--- src/hw/rtl/assert_macros.svh ---
// Assertion macros used by the back-end RTL module.
`ifndef ASSERT_MACROS_SVH
`define ASSERT_MACROS_SVH
`ifndef SYNTH
`define ASSERT_IMP(lbl, clk, rst, ante, cons) \
   lbl: assert property (@(posedge clk) disable iff (rst) (ante) |-> (cons)) \
      else $error("assertion failed");
`define ASSERT_NXT(lbl, clk, rst, ante, cons) \
   lbl: assert property (@(posedge clk) disable iff (rst) (ante) |=> (cons)) \
      else $error("assertion failed");
`else
`define ASSERT_IMP(lbl, clk, rst, ante, cons)
`define ASSERT_NXT(lbl, clk, rst, ante, cons)
`endif
`endif

--- src/hw/rtl/cgcs_pkg.sv ---
// Types, constants and the CRC byte update for the configuration record store.
`timescale 1ns / 1ps
package cgcs_pkg;

   localparam logic ACT_COMMIT = 1'b0;
   localparam logic ACT_VERIFY = 1'b1;

   localparam logic [15:0] CRC_START = 16'hFFFF;
   localparam logic [15:0] CRC_POLY = 16'h8408;
   localparam logic [7:0] ERASED_BYTE = 8'hFF;
   localparam logic [7:0] RECORD_BYTES_RESET = 8'd254;

   localparam int QUEUE_DEPTH = 4;

   typedef enum logic [1:0] {
      SUB_DATA,
      SUB_CRC_LO,
      SUB_CRC_HI
   } sub_type;

   typedef struct packed {
      logic       act;
      logic [7:0] data;
      logic [7:0] pos;
      logic [7:0] len;
      logic       last;
   } op_type;

   typedef struct packed {
      logic       end_of_record;
      logic       crc_ok;
      logic [7:0] read_byte;
      logic       write_issued;
      logic [7:0] position;
   } rsp_type;

   function automatic logic [15:0] crc_fold(input logic [15:0] crc, input logic [7:0] b);
      logic [15:0] c;
      c = crc ^ {8'h00, b};
      for (int i = 0; i < 8; i++) begin
         if (c[0]) begin
            c = (c >> 1) ^ CRC_POLY;
         end else begin
            c = c >> 1;
         end
      end
      return c;
   endfunction

endpackage

--- src/hw/rtl/cgcs_front.sv ---
// Front end: tracks the record position and classifies each accepted item.
`timescale 1ns / 1ps
module cgcs_front #(
   parameter int STORE_BYTES = 256
) (
   input  logic             clock,
   input  logic             reset,
   input  logic [7:0]       record_bytes,
   input  logic             accept,
   input  logic             act,
   input  logic [7:0]       data,
   output cgcs_pkg::op_type op
);

   localparam int CapInt = (STORE_BYTES - 2 < 254) ? STORE_BYTES - 2 : 254;
   localparam logic [7:0] LEN_CAP = 8'(CapInt);

   logic [7:0] byte_position_ff, byte_position_in;
   logic       action_ff, action_in;
   logic [7:0] len;
   logic [7:0] pos;
   logic       last;

   always_comb begin
      if (record_bytes == 8'd0) begin
         len = 8'd1;
      end else if (record_bytes > LEN_CAP) begin
         len = LEN_CAP;
      end else begin
         len = record_bytes;
      end

      pos = byte_position_ff;
      if (pos != 8'd0 && act != action_ff) begin
         pos = 8'd0;
      end
      if (pos >= len) begin
         pos = 8'd0;
      end
      last = ({1'b0, pos} + 9'd1) == {1'b0, len};

      op.act  = act;
      op.data = data;
      op.pos  = pos;
      op.len  = len;
      op.last = last;

      byte_position_in = byte_position_ff;
      action_in = action_ff;
      if (accept) begin
         byte_position_in = last ? 8'd0 : pos + 8'd1;
         action_in = act;
      end
   end

   always_ff @(posedge clock) begin
      if (reset) begin
         byte_position_ff <= 8'd0;
         action_ff <= cgcs_pkg::ACT_COMMIT;
      end else begin
         byte_position_ff <= byte_position_in;
         action_ff <= action_in;
      end
   end

endmodule

--- src/hw/rtl/cgcs_queue.sv ---
// Short queue of classified operations between the front and back ends.
`timescale 1ns / 1ps
module cgcs_queue (
   input  logic             clock,
   input  logic             reset,
   input  logic             push,
   input  cgcs_pkg::op_type push_op,
   input  logic             pop,
   output cgcs_pkg::op_type head_op,
   output logic             empty,
   output logic             full
);

   localparam int Depth = cgcs_pkg::QUEUE_DEPTH;
   localparam int PtrW = $clog2(Depth);
   localparam int CntW = $clog2(Depth + 1);

   cgcs_pkg::op_type slot_ff [Depth];
   logic [PtrW-1:0] wr_ptr_ff, rd_ptr_ff;
   logic [CntW-1:0] count_ff, count_in;

   assign empty = (count_ff == CntW'(0));
   assign full = (count_ff == CntW'(Depth));
   assign head_op = slot_ff[rd_ptr_ff];

   always_comb begin
      count_in = count_ff;
      if (push && !pop) begin
         count_in = count_ff + CntW'(1);
      end else if (pop && !push) begin
         count_in = count_ff - CntW'(1);
      end
   end

   always_ff @(posedge clock) begin
      if (push) begin
         slot_ff[wr_ptr_ff] <= push_op;
      end
   end

   always_ff @(posedge clock) begin
      if (reset) begin
         wr_ptr_ff <= '0;
         rd_ptr_ff <= '0;
         count_ff <= '0;
      end else begin
         if (push) begin
            wr_ptr_ff <= (wr_ptr_ff == PtrW'(Depth - 1)) ? '0 : wr_ptr_ff + PtrW'(1);
         end
         if (pop) begin
            rd_ptr_ff <= (rd_ptr_ff == PtrW'(Depth - 1)) ? '0 : rd_ptr_ff + PtrW'(1);
         end
         count_ff <= count_in;
      end
   end

endmodule

--- src/hw/rtl/cgcs_back.sv ---
// Back end: store memory, read-compare-program, CRC and the result register.
`timescale 1ns / 1ps
`include "assert_macros.svh"
module cgcs_back #(
   parameter int STORE_BYTES = 256
) (
   input  logic              clock,
   input  logic              reset,
   input  cgcs_pkg::op_type  head_op,
   input  logic              head_empty,
   output logic              pop,
   output logic              clear_busy,
   output logic              rsp_valid,
   input  logic              rsp_ready,
   output cgcs_pkg::rsp_type rsp
);

   localparam int AW = $clog2(STORE_BYTES);

   logic [7:0] mem_ff [STORE_BYTES];

   logic              clearing_ff;
   logic [AW-1:0]     clr_cnt_ff;
   cgcs_pkg::sub_type a_sub_ff, a_sub_in;
   logic              b_valid_ff;
   cgcs_pkg::op_type  b_op_ff;
   cgcs_pkg::sub_type b_sub_ff;
   logic [7:0]        b_addr_ff;
   logic [7:0]        rd_data_ff;
   logic              fwd_hit_ff;
   logic [7:0]        fwd_data_ff;
   logic [15:0]       crc_ff, crc_in;
   logic [7:0]        lo_ff, lo_in;
   logic              rsp_valid_ff;
   cgcs_pkg::rsp_type rsp_ff;

   logic          out_free, adv, b_fire, issue;
   logic [7:0]    issue_addr;
   logic [7:0]    old_byte, wval, fold_byte;
   logic [15:0]   crc_base, crc_next;
   logic          op_we, crc_match;
   logic          mem_we;
   logic [AW-1:0] mem_waddr;
   logic [7:0]    mem_wdata;

   assign out_free = !rsp_valid_ff || rsp_ready;
   assign adv = !b_valid_ff || out_free;
   assign b_fire = b_valid_ff && out_free;
   assign issue = adv && !head_empty && !clearing_ff;
   assign clear_busy = clearing_ff;
   assign rsp_valid = rsp_valid_ff;
   assign rsp = rsp_ff;

   always_comb begin
      a_sub_in = a_sub_ff;
      pop = 1'b0;
      issue_addr = head_op.pos;
      unique case (a_sub_ff)
         cgcs_pkg::SUB_DATA:   issue_addr = head_op.pos;
         cgcs_pkg::SUB_CRC_LO: issue_addr = head_op.len;
         cgcs_pkg::SUB_CRC_HI: issue_addr = head_op.len + 8'd1;
         default:              issue_addr = head_op.pos;
      endcase
      if (issue) begin
         if (head_op.last && a_sub_ff == cgcs_pkg::SUB_DATA) begin
            a_sub_in = cgcs_pkg::SUB_CRC_LO;
         end else if (head_op.last && a_sub_ff == cgcs_pkg::SUB_CRC_LO) begin
            a_sub_in = cgcs_pkg::SUB_CRC_HI;
         end else begin
            a_sub_in = cgcs_pkg::SUB_DATA;
            pop = 1'b1;
         end
      end
   end

   always_comb begin
      old_byte = fwd_hit_ff ? fwd_data_ff : rd_data_ff;
      crc_base = (b_op_ff.pos == 8'd0) ? cgcs_pkg::CRC_START : crc_ff;
      fold_byte = (b_op_ff.act == cgcs_pkg::ACT_COMMIT) ? b_op_ff.data : old_byte;
      crc_next = cgcs_pkg::crc_fold(crc_base, fold_byte);
      unique case (b_sub_ff)
         cgcs_pkg::SUB_DATA:   wval = b_op_ff.data;
         cgcs_pkg::SUB_CRC_LO: wval = crc_ff[7:0];
         cgcs_pkg::SUB_CRC_HI: wval = crc_ff[15:8];
         default:              wval = b_op_ff.data;
      endcase
      op_we = b_fire && b_op_ff.act == cgcs_pkg::ACT_COMMIT && old_byte != wval;
      crc_match = {old_byte, lo_ff} == crc_ff;

      crc_in = crc_ff;
      if (b_fire && b_sub_ff == cgcs_pkg::SUB_DATA) begin
         crc_in = crc_next;
      end
      lo_in = lo_ff;
      if (b_fire && b_sub_ff == cgcs_pkg::SUB_CRC_LO) begin
         lo_in = old_byte;
      end

      mem_we = clearing_ff || op_we;
      mem_waddr = clearing_ff ? clr_cnt_ff : AW'(b_addr_ff);
      mem_wdata = clearing_ff ? cgcs_pkg::ERASED_BYTE : wval;
   end

   always_ff @(posedge clock) begin
      if (mem_we) begin
         mem_ff[mem_waddr] <= mem_wdata;
      end
      if (issue) begin
         rd_data_ff <= mem_ff[AW'(issue_addr)];
         fwd_hit_ff <= op_we && (AW'(b_addr_ff) == AW'(issue_addr));
         fwd_data_ff <= wval;
         b_op_ff <= head_op;
         b_sub_ff <= a_sub_ff;
         b_addr_ff <= issue_addr;
      end
      lo_ff <= lo_in;
      if (b_fire) begin
         rsp_ff.position <= b_addr_ff;
         rsp_ff.write_issued <= op_we;
         rsp_ff.read_byte <= old_byte;
         rsp_ff.crc_ok <= b_op_ff.act == cgcs_pkg::ACT_VERIFY
                          && b_sub_ff == cgcs_pkg::SUB_CRC_HI && crc_match;
         rsp_ff.end_of_record <= b_sub_ff == cgcs_pkg::SUB_CRC_HI;
      end
   end

   always_ff @(posedge clock) begin
      if (reset) begin
         clearing_ff <= 1'b1;
         clr_cnt_ff <= '0;
         a_sub_ff <= cgcs_pkg::SUB_DATA;
         b_valid_ff <= 1'b0;
         crc_ff <= cgcs_pkg::CRC_START;
         rsp_valid_ff <= 1'b0;
      end else begin
         if (clearing_ff) begin
            clr_cnt_ff <= clr_cnt_ff + AW'(1);
            if (clr_cnt_ff == AW'(STORE_BYTES - 1)) begin
               clearing_ff <= 1'b0;
            end
         end
         a_sub_ff <= a_sub_in;
         if (adv) begin
            b_valid_ff <= issue;
         end
         crc_ff <= crc_in;
         if (b_fire) begin
            rsp_valid_ff <= 1'b1;
         end else if (rsp_ready) begin
            rsp_valid_ff <= 1'b0;
         end
      end
   end

   `ASSERT_IMP(a_no_op_while_clearing, clock, reset, clearing_ff, !b_valid_ff && !issue)
   `ASSERT_IMP(a_crc_subops_only_last, clock, reset,
               b_valid_ff && b_sub_ff != cgcs_pkg::SUB_DATA, b_op_ff.last)
   `ASSERT_NXT(a_stage_holds_on_stall, clock, reset, b_valid_ff && !out_free,
               b_valid_ff && $stable(b_addr_ff) && $stable(b_sub_ff))
   `ASSERT_IMP(a_crc_ok_at_end, clock, reset, rsp_valid_ff && rsp_ff.crc_ok,
               rsp_ff.end_of_record && !rsp_ff.write_issued)

endmodule

--- src/hw/rtl/crc_guarded_config_store_core.sv ---
// Top level of the CRC-guarded configuration record store.
`timescale 1ns / 1ps
// Usage:
//  req channel: one transfer per record byte. req_tuser selects commit (0) or
//  verify (1); req_tdata carries the byte to commit. Switching the action in
//  the middle of a record restarts the record at position zero.
//  rsp channel: one transfer per store address handled. The transfer for the
//  last data byte is followed by the CRC low and high byte transfers; the
//  high byte transfer carries rsp_tlast and, on a verify, the CRC check flag.
//  csr_we/csr_wdata set the record length in bytes; write only while idle.
//  Path: an accepted item passes through the queue, the read stage and the
//  result register. Throughput: one item per cycle while no stall holds it;
//  the last byte of a record is issued three times, for its data and CRC bytes.
//  Reset: the store is erased to 0xFF by a clearing pass over all STORE_BYTES
//  addresses, during which req_tready stays low; the record length returns to 254.
//  Stall: the result register holds while rsp_tready is low; a four-entry
//  queue keeps taking items until it fills.
module crc_guarded_config_store_core #(
   parameter int STORE_BYTES = 256
) (
   input  logic        clock,
   input  logic        reset,
   input  logic        req_tvalid,
   output logic        req_tready,
   input  logic [7:0]  req_tdata,   // [7:0] data_byte
   input  logic        req_tuser,   // [0] action
   output logic        rsp_tvalid,
   input  logic        rsp_tready,
   output logic [23:0] rsp_tdata,   // [7:0] position, [8] write_issued,
                                    // [16:9] read_byte, [17] crc_ok, [23:18] zero
   output logic        rsp_tlast,
   input  logic        csr_we,
   input  logic [7:0]  csr_wdata
);

   logic [7:0]        record_bytes_ff;
   logic              accept;
   cgcs_pkg::op_type  front_op, head_op;
   logic              q_empty, q_full, pop, clear_busy;
   cgcs_pkg::rsp_type rsp;

   assign req_tready = !q_full && !clear_busy;
   assign accept = req_tvalid && req_tready;

   always_ff @(posedge clock) begin
      if (reset) begin
         record_bytes_ff <= cgcs_pkg::RECORD_BYTES_RESET;
      end else if (csr_we) begin
         record_bytes_ff <= csr_wdata;
      end
   end

   cgcs_front #(
      .STORE_BYTES(STORE_BYTES)
   ) u_front (
      .clock       (clock),
      .reset       (reset),
      .record_bytes(record_bytes_ff),
      .accept      (accept),
      .act         (req_tuser),
      .data        (req_tdata),
      .op          (front_op)
   );

   cgcs_queue u_queue (
      .clock  (clock),
      .reset  (reset),
      .push   (accept),
      .push_op(front_op),
      .pop    (pop),
      .head_op(head_op),
      .empty  (q_empty),
      .full   (q_full)
   );

   cgcs_back #(
      .STORE_BYTES(STORE_BYTES)
   ) u_back (
      .clock     (clock),
      .reset     (reset),
      .head_op   (head_op),
      .head_empty(q_empty),
      .pop       (pop),
      .clear_busy(clear_busy),
      .rsp_valid (rsp_tvalid),
      .rsp_ready (rsp_tready),
      .rsp       (rsp)
   );

   assign rsp_tdata = {6'd0, rsp.crc_ok, rsp.read_byte, rsp.write_issued, rsp.position};
   assign rsp_tlast = rsp.end_of_record;

endmodule

--- config.mk ---
export PLATFORM = sky130hd
export DESIGN_NAME = crc_guarded_config_store_core
export DESIGN_NICKNAME = d
export VERILOG_FILES = /design/src/hw/rtl/cgcs_pkg.sv /design/src/hw/rtl/cgcs_front.sv /design/src/hw/rtl/cgcs_queue.sv /design/src/hw/rtl/cgcs_back.sv /design/src/hw/rtl/crc_guarded_config_store_core.sv
export VERILOG_INCLUDE_DIRS = /design/src /design/src/hw/rtl
export SDC_FILE = /design/constraint.sdc
export NUM_CORES = 2
export LEC_CHECK = 0
export BUFFER_PORTS_ARGS = -buffer_cell sky130_fd_sc_hd__buf_2
export CAP_MARGIN = 20
export CORE_ASPECT_RATIO = 0.7
export CORE_MARGIN = 2
export CORE_UTILIZATION = 40
export CTS_BUF_LIST = sky130_fd_sc_hd__clkbuf_4 sky130_fd_sc_hd__clkbuf_8
export CTS_CLUSTER_SIZE = 20
export DETAILED_ROUTE_END_ITERATION = 10
export PLACE_DENSITY = 0.59
export SLEW_MARGIN = 25
export SYNTH_ARGS = -nofsm -noshare
export SYNTH_HDL_FRONTEND = slang
export SYNTH_SLANG_ARGS = --single-unit
export TNS_END_PERCENT = 50
--- constraint.sdc ---
create_clock -name clock -period 7.13 [get_ports clock]
set_input_delay 0 -clock clock [delete_from_list [all_inputs] [get_ports clock]]
set_output_delay 0 -clock clock [all_outputs]
set_load 0.01 [all_outputs]
Word-level counts from Yosys, hierarchy flattened
Memory sizes are Yosys's and may differ from the RTL's. A register that Yosys moved wholly into a read port is not among the register bits.
Cells that the tools add are included.
- add/sub/neg operators: 8
- multipliers: 0
- div/mod/pow operators: 0
- magnitude comparators: 2
- eq/ne operators: 13
- shifts and indexed selects: 0
- multiplexer cells: 39
- bitwise logic cells: 10
- reductions and logical operators: 35
- operators by type and width (kind ; number):
    16-bit two-way mux ; 9
    8-bit two-way mux ; 9
    8-bit case mux with 2 select lines ; 2
    8-bit by 1-bit adder with 8-bit output (second input constant) ; 3
    2-bit NOT with 3-bit output ; 8
    1-bit logical AND ; 17
    16-bit equality test ; 1
    8-bit logical NOT ; 2
    16-bit by 8-bit XOR with 16-bit output ; 1
    2-bit two-way mux ; 6
    1-bit two-way mux ; 11
    8-bit by 1-bit adder with 9-bit output (second input constant) ; 1
    9-bit by 8-bit equality test with 1-bit output ; 1
    2-bit equality test (second input constant) ; 4
    8-bit equality test ; 1
    8-bit equality test (second input constant) ; 1
    8-bit greater-or-equal comparator ; 1
    8-bit > comparator (second input constant) ; 1
    8-bit != test ; 1
    8-bit nonzero test ; 1
    1-bit logical NOT ; 7
    3-bit two-way mux ; 2
    2-bit by 1-bit adder with 2-bit output (second input constant) ; 2
    2-bit by 1-bit equality test with 1-bit output (second input constant) ; 2
    9 further kinds ; 13
- flip-flop bits (word level): 116
- bits in latches: 0
- bits in writable memories: 2152
- bits in read-only memories: 0
- input port bits: 22
- output and inout port bits: 27
- logic and storage cells: 134
- memories kept: 2
- memory list (name ; depth ; bits a word ; rd ports ; clocked after memory_dff ; wr ports ; RTL line ; text):
    u_back.mem_ff ; 256 ; 8 ; 1 ; 1 ; 1 ; cgcs_back.sv:20 ; logic [7:0] mem_ff [STORE_BYTES];
    u_queue.slot_ff ; 4 ; 26 ; 1 ; 1 ; 1 ; cgcs_queue.sv:18 ; cgcs_pkg::op_type slot_ff [Depth];

Depth between registers and ports, before layout
- depth in word-level cells: 19
- depth in mapped cells: 17
- depth with buffers taken out: 14

Cells and area by module
A second synthesis with hierarchy kept.
- cells, all modules: 6267
- area, all modules: 92441.2 um^2
- by module, submodules not included (module ; times used ; cells an instance ; area each (um^2) ; seq. area each (um^2)):
    cgcs_back ; 1 ; 5881 ; 86626.8 ; 64211.6
    cgcs_queue ; 1 ; 180 ; 4237.8 ; 3303.2
    cgcs_front ; 1 ; 171 ; 1213.7 ; 180.2
    crc_guarded_config_store_core ; 1 ; 35 ; 362.8 ; 160.2

Worst setup path after synthesis
No wires, ideal clock.
- kind: reg2reg
- start: register u_back.clearing_ff (netlist: u_back.clear_busy)
- end: memory u_back.mem_ff[0][0] (data pin)
- library setup time: 0.902 ns
- arrival time: 4.516 ns
- data required time: 6.228 ns
- path slack: 1.711 ns
- cell stages (with the launch flop): 5
- clock period less this slack: 5.419 ns
- cells stage by stage: dfxtp_1 clkbuf_1 clkbuf_1 clkbuf_1 nand2b_1
- longest elaborated chain between the ends: 1
- RTL lines (item ; RTL line ; text):
    start: declaration ; cgcs_back.sv:22 ; logic clearing_ff;
    start signal: assignment ; cgcs_back.sv:129 ; clearing_ff <= 1'b1;
    start signal: assignment ; cgcs_back.sv:139 ; clearing_ff <= 1'b0;
    8-bit two-way mux ; cgcs_back.sv:101 ; mem_wdata = clearing_ff ? cgcs_pkg::ERASED_BYTE : wval;
    named net u_back.mem_wdata[0] ; cgcs_back.sv:44 ; logic [7:0] mem_wdata;
    end: declaration ; cgcs_back.sv:20 ;
The timed path passes the listed nets, and every way through them passes these cells.

==> run_results.csv <==
group,metric,value,unit
status,status,"completed",
floorplan,die_x,577,microns
sta,hold_viol_final,0,
logic_synthesis,yosys-mux-area-fraction,0.0407,
logic_synthesis,synth_top_area_share,0.727,
logic_synthesis,synth_top_family_by_area,"simple AND/OR/NAND/NOR gates",
grt,antenna_found_initial,17,
clock_network,clockBufferDepth,4,
sta,slew_viol_final,0,
worst_hold_path,hp-class,"input port to flop",
setup_path,worstPathRequired,7.87,ns
sta,hold_slack,0.150,ns
logic_synthesis,syn_area,91800,sq um
finish,final_cells,10200,
run,max-cap-violations,0,
setup_path,crit_type,"flop to flop",
grt,grtUsageTotal,0.238,
setup_path,cp_max_fo,37,
sta,clock.fmax,171,MHz
grt,grt_max_degree,211,
sta,rsz0062_at_grt,"no",
finish,area_growth,11.7,%
placed_design,dp.cells,9557,
logic_synthesis,synthAdderAreaFrac,0.00322,
floorplan,initial_core_util,0.401,
routing,drt_iter0_markers,9074,
clock_network,cts_buffers,331,
logic_synthesis,syn_inst,6736,
finish,post_route_cells_drive_above_1_share,0.112,
power_and_ir_drop,ir_drop,166,uV
routing,ant_nets,0,
routing,wirelength,284000,microns
setup_path,startpoint_type,"flop",
power_and_ir_drop,total_power,24.9,mW
routing,drcViolationCount,0,
sta,fin_crit_sh,0.818,
power_and_ir_drop,p_leak,28.6,nW
logic_synthesis,synth-edff-count,2223,
clock_network,clk_latency,0.99,ns
routing,routedWlPerCell,27.9,microns
routing,vias,60000,
sta,finalSetupViolCount,0,
logic_synthesis,ys_seq_area_frac,0.739,
setup_path,cp.arrival,6.58,ns
clock_network,root_buffer,"clkbuf_8",
sta,relSlewSlack,0.178,
placed_design,io_buffers,42,
floorplan,pin_count,49,
sta,fin_setup_tns,0,ns
clock_network,ctsResizeCount,0,
placed_design,place_congestion,0.881,
clock_network,cts_max_level,5,
power_and_ir_drop,powerDensity,243,nW/um^2
grt,grt_pass1_wl,405000,microns
floorplan,die_y,405,microns
logic_synthesis,ys_top_cells_by_area,"edfxtp_1 (73%), nand2_1 (6.6%), nand3_1 (3.4%)",
logic_synthesis,async_flop_share,0,
logic_synthesis,synth_common_cells,"edfxtp_1 (2223), nand2_1 (1617), nand3_1 (625)",
clock_network,clk_pin_slew,0.07,ns
finish,fill_cells,20300,
floorplan,placementRows,147,
sta,finClkSkew,0.0692,ns
logic_synthesis,synth_compound_area_frac,0.0525,
floorplan,dieArea,233000,sq um
logic_synthesis,ys.flop_type,"edfxtp_1",
clock_network,tritoncts,"yes",
placed_design,dp.final_hpwl,165000,microns
sta,worst_pin_slew,1.23,ns
logic_synthesis,synth-seq-cells,2278,
logic_synthesis,ys_warn_count,0,
logic_synthesis,yosysMostFrequentCell,"edfxtp_1",
grt,gr-total-overflow,0,
logic_synthesis,synth_cell_types,75,
floorplan,coreArea,229000,sq um
finish,nets,6944,
routing,first_pass_iters,6,
routing,routed_via_density,5.88,
setup_path,crit_path_end_kind,"flop",
sta,period_needed,5.84,ns
logic_synthesis,synth_xor_area_frac,0.00639,
logic_synthesis,syn_area_per_cell,13.6,sq um
logic_synthesis,synth-simple-area-share,0.132,
clock_network,clock_sinks,2278,
logic_synthesis,yosys.area.top_type,"edfxtp_1",
grt,grt_pass1_vias,55600,
## timing repair
action	CTS	global route
buffers inserted	0	0
endpoints found under the setup margin	0	0
endpoints found under the hold margin	212	0
hold buffers	56	0
## final timing paths
| check | from | slack [ns] | end | cells after the start |
|---|---|---|---|---|
| setup / recovery | flop | 1.29 | u_back.rd_data_ff[1] | 14 |
| hold reg to reg | u_queue.count_ff[2] | 0.51 | u_queue.count_ff[2] | 2 |
| setup reg to reg | flop | 1.29 | u_back.rd_data_ff[1] | 14 |
| hold / removal | reset | 0.15 | u_queue.count_ff[1] | 3 |
## worst max-delay path, cell delays in order (launching register included)
cell and delay, ns:
dfxtp_2 0.61, buf_4 0.39, mux4_2 0.66, a2bb2oi_1 0.17, and2_4 0.19, inv_6 0.43, nor2_4 0.14, buf_12 0.20
buf_4 0.27, a221oi_1 0.75, a22oi_1 0.15, and3_1 0.38, a31oi_1 0.68, nand4b_1 0.27, nor4_2 0.22
## metal layers
layer | global-route usage | up-vias | part of all wire
li1 | - | 25400 | -
met1 | 0.366 | 30200 | 0.44
met2 | 0.325 | 3815 | 0.41
met3 | 0.0654 | 501 | 0.13
met4 | 0.0658 | 8 | 0.026
met5 | 0 | - | 0.00017
## cells in the final DEF (no fill, tap or decap), types with 65 or more instances in the layout
master     instances
mux2i_1          305
a31oi_1          123
a32oi_1           65
clkbuf_4         116
clkinv_1          65
edfxtp_1        2223
nand3_1          625
nand4_1           81
nand2_1         1604
a21oi_1          120
o2111ai_1         88
nor2_1           334
buf_4            124
clkbuf_8         345
o21ai_0           70
and3_1            72
## flip-flops by register name, indices dropped and copies added, names as in the netlist, 3 cells and up, named ones only
signal and count:
u_back.clr_cnt_ff 8, u_queue.slot_ff 104, u_back.b_op_ff 17, u_back.b_addr_ff 8
u_back.rd_data_ff 8, u_back.fwd_data_ff 8, record_bytes_ff 8, u_back.rsp 19
u_queue.count_ff 3, u_back.lo_ff 8, u_back.crc_ff 16, u_back.mem_ff 2048
u_front.byte_position_ff 8
## layout make-up
class / count / area [sq um] / area share
Multi-Input combinational cell: 3963 / 21800 / 0.213
Antenna cell: 9 / 22.5 / 0.000220
Clock buffer: 460 / 5610 / 0.0547
Inverter: 58 / 240 / 0.00234
Clock inverter: 107 / 591 / 0.00576
Sequential cell: 2278 / 67900 / 0.662
Tap cell: 3054 / 3820 / 0.0373
Timing Repair Buffer: 267 / 2620 / 0.0255
## metrics by stage
step / setup slack (ns) / cell area (sq um) / utilization
after floorplan: 1.71 / 91800 / -
after global placement: 1.01 / 95500 / 0.417
after detailed placement: 1.44 / 95600 / 0.418
after CTS: 1.41 / 102000 / 0.447
after global routing: 1.10 / 103000 / 0.448
final: 1.29 / 103000 / 0.448
## where the power goes
group,total (mW),internal (mW),switching (mW)
combinational,0.151,0.0435,0.107
clock,10.3,5.21,5.04
sequential,14.5,14.5,0.0132
## cells by family (layout without fill, tap and decap cells)
logic type | after synthesis | after routing
compound gates | 681 | 681
fa+ha+maj | 23 | 23
other cells | 1 | 15
flops | 2278 | 2278
simple gates | 2848 | 2848
mux | 338 | 338
xor+xnor | 67 | 67
buf+inv | 500 | 892
(Power assumes the default switching activity.)
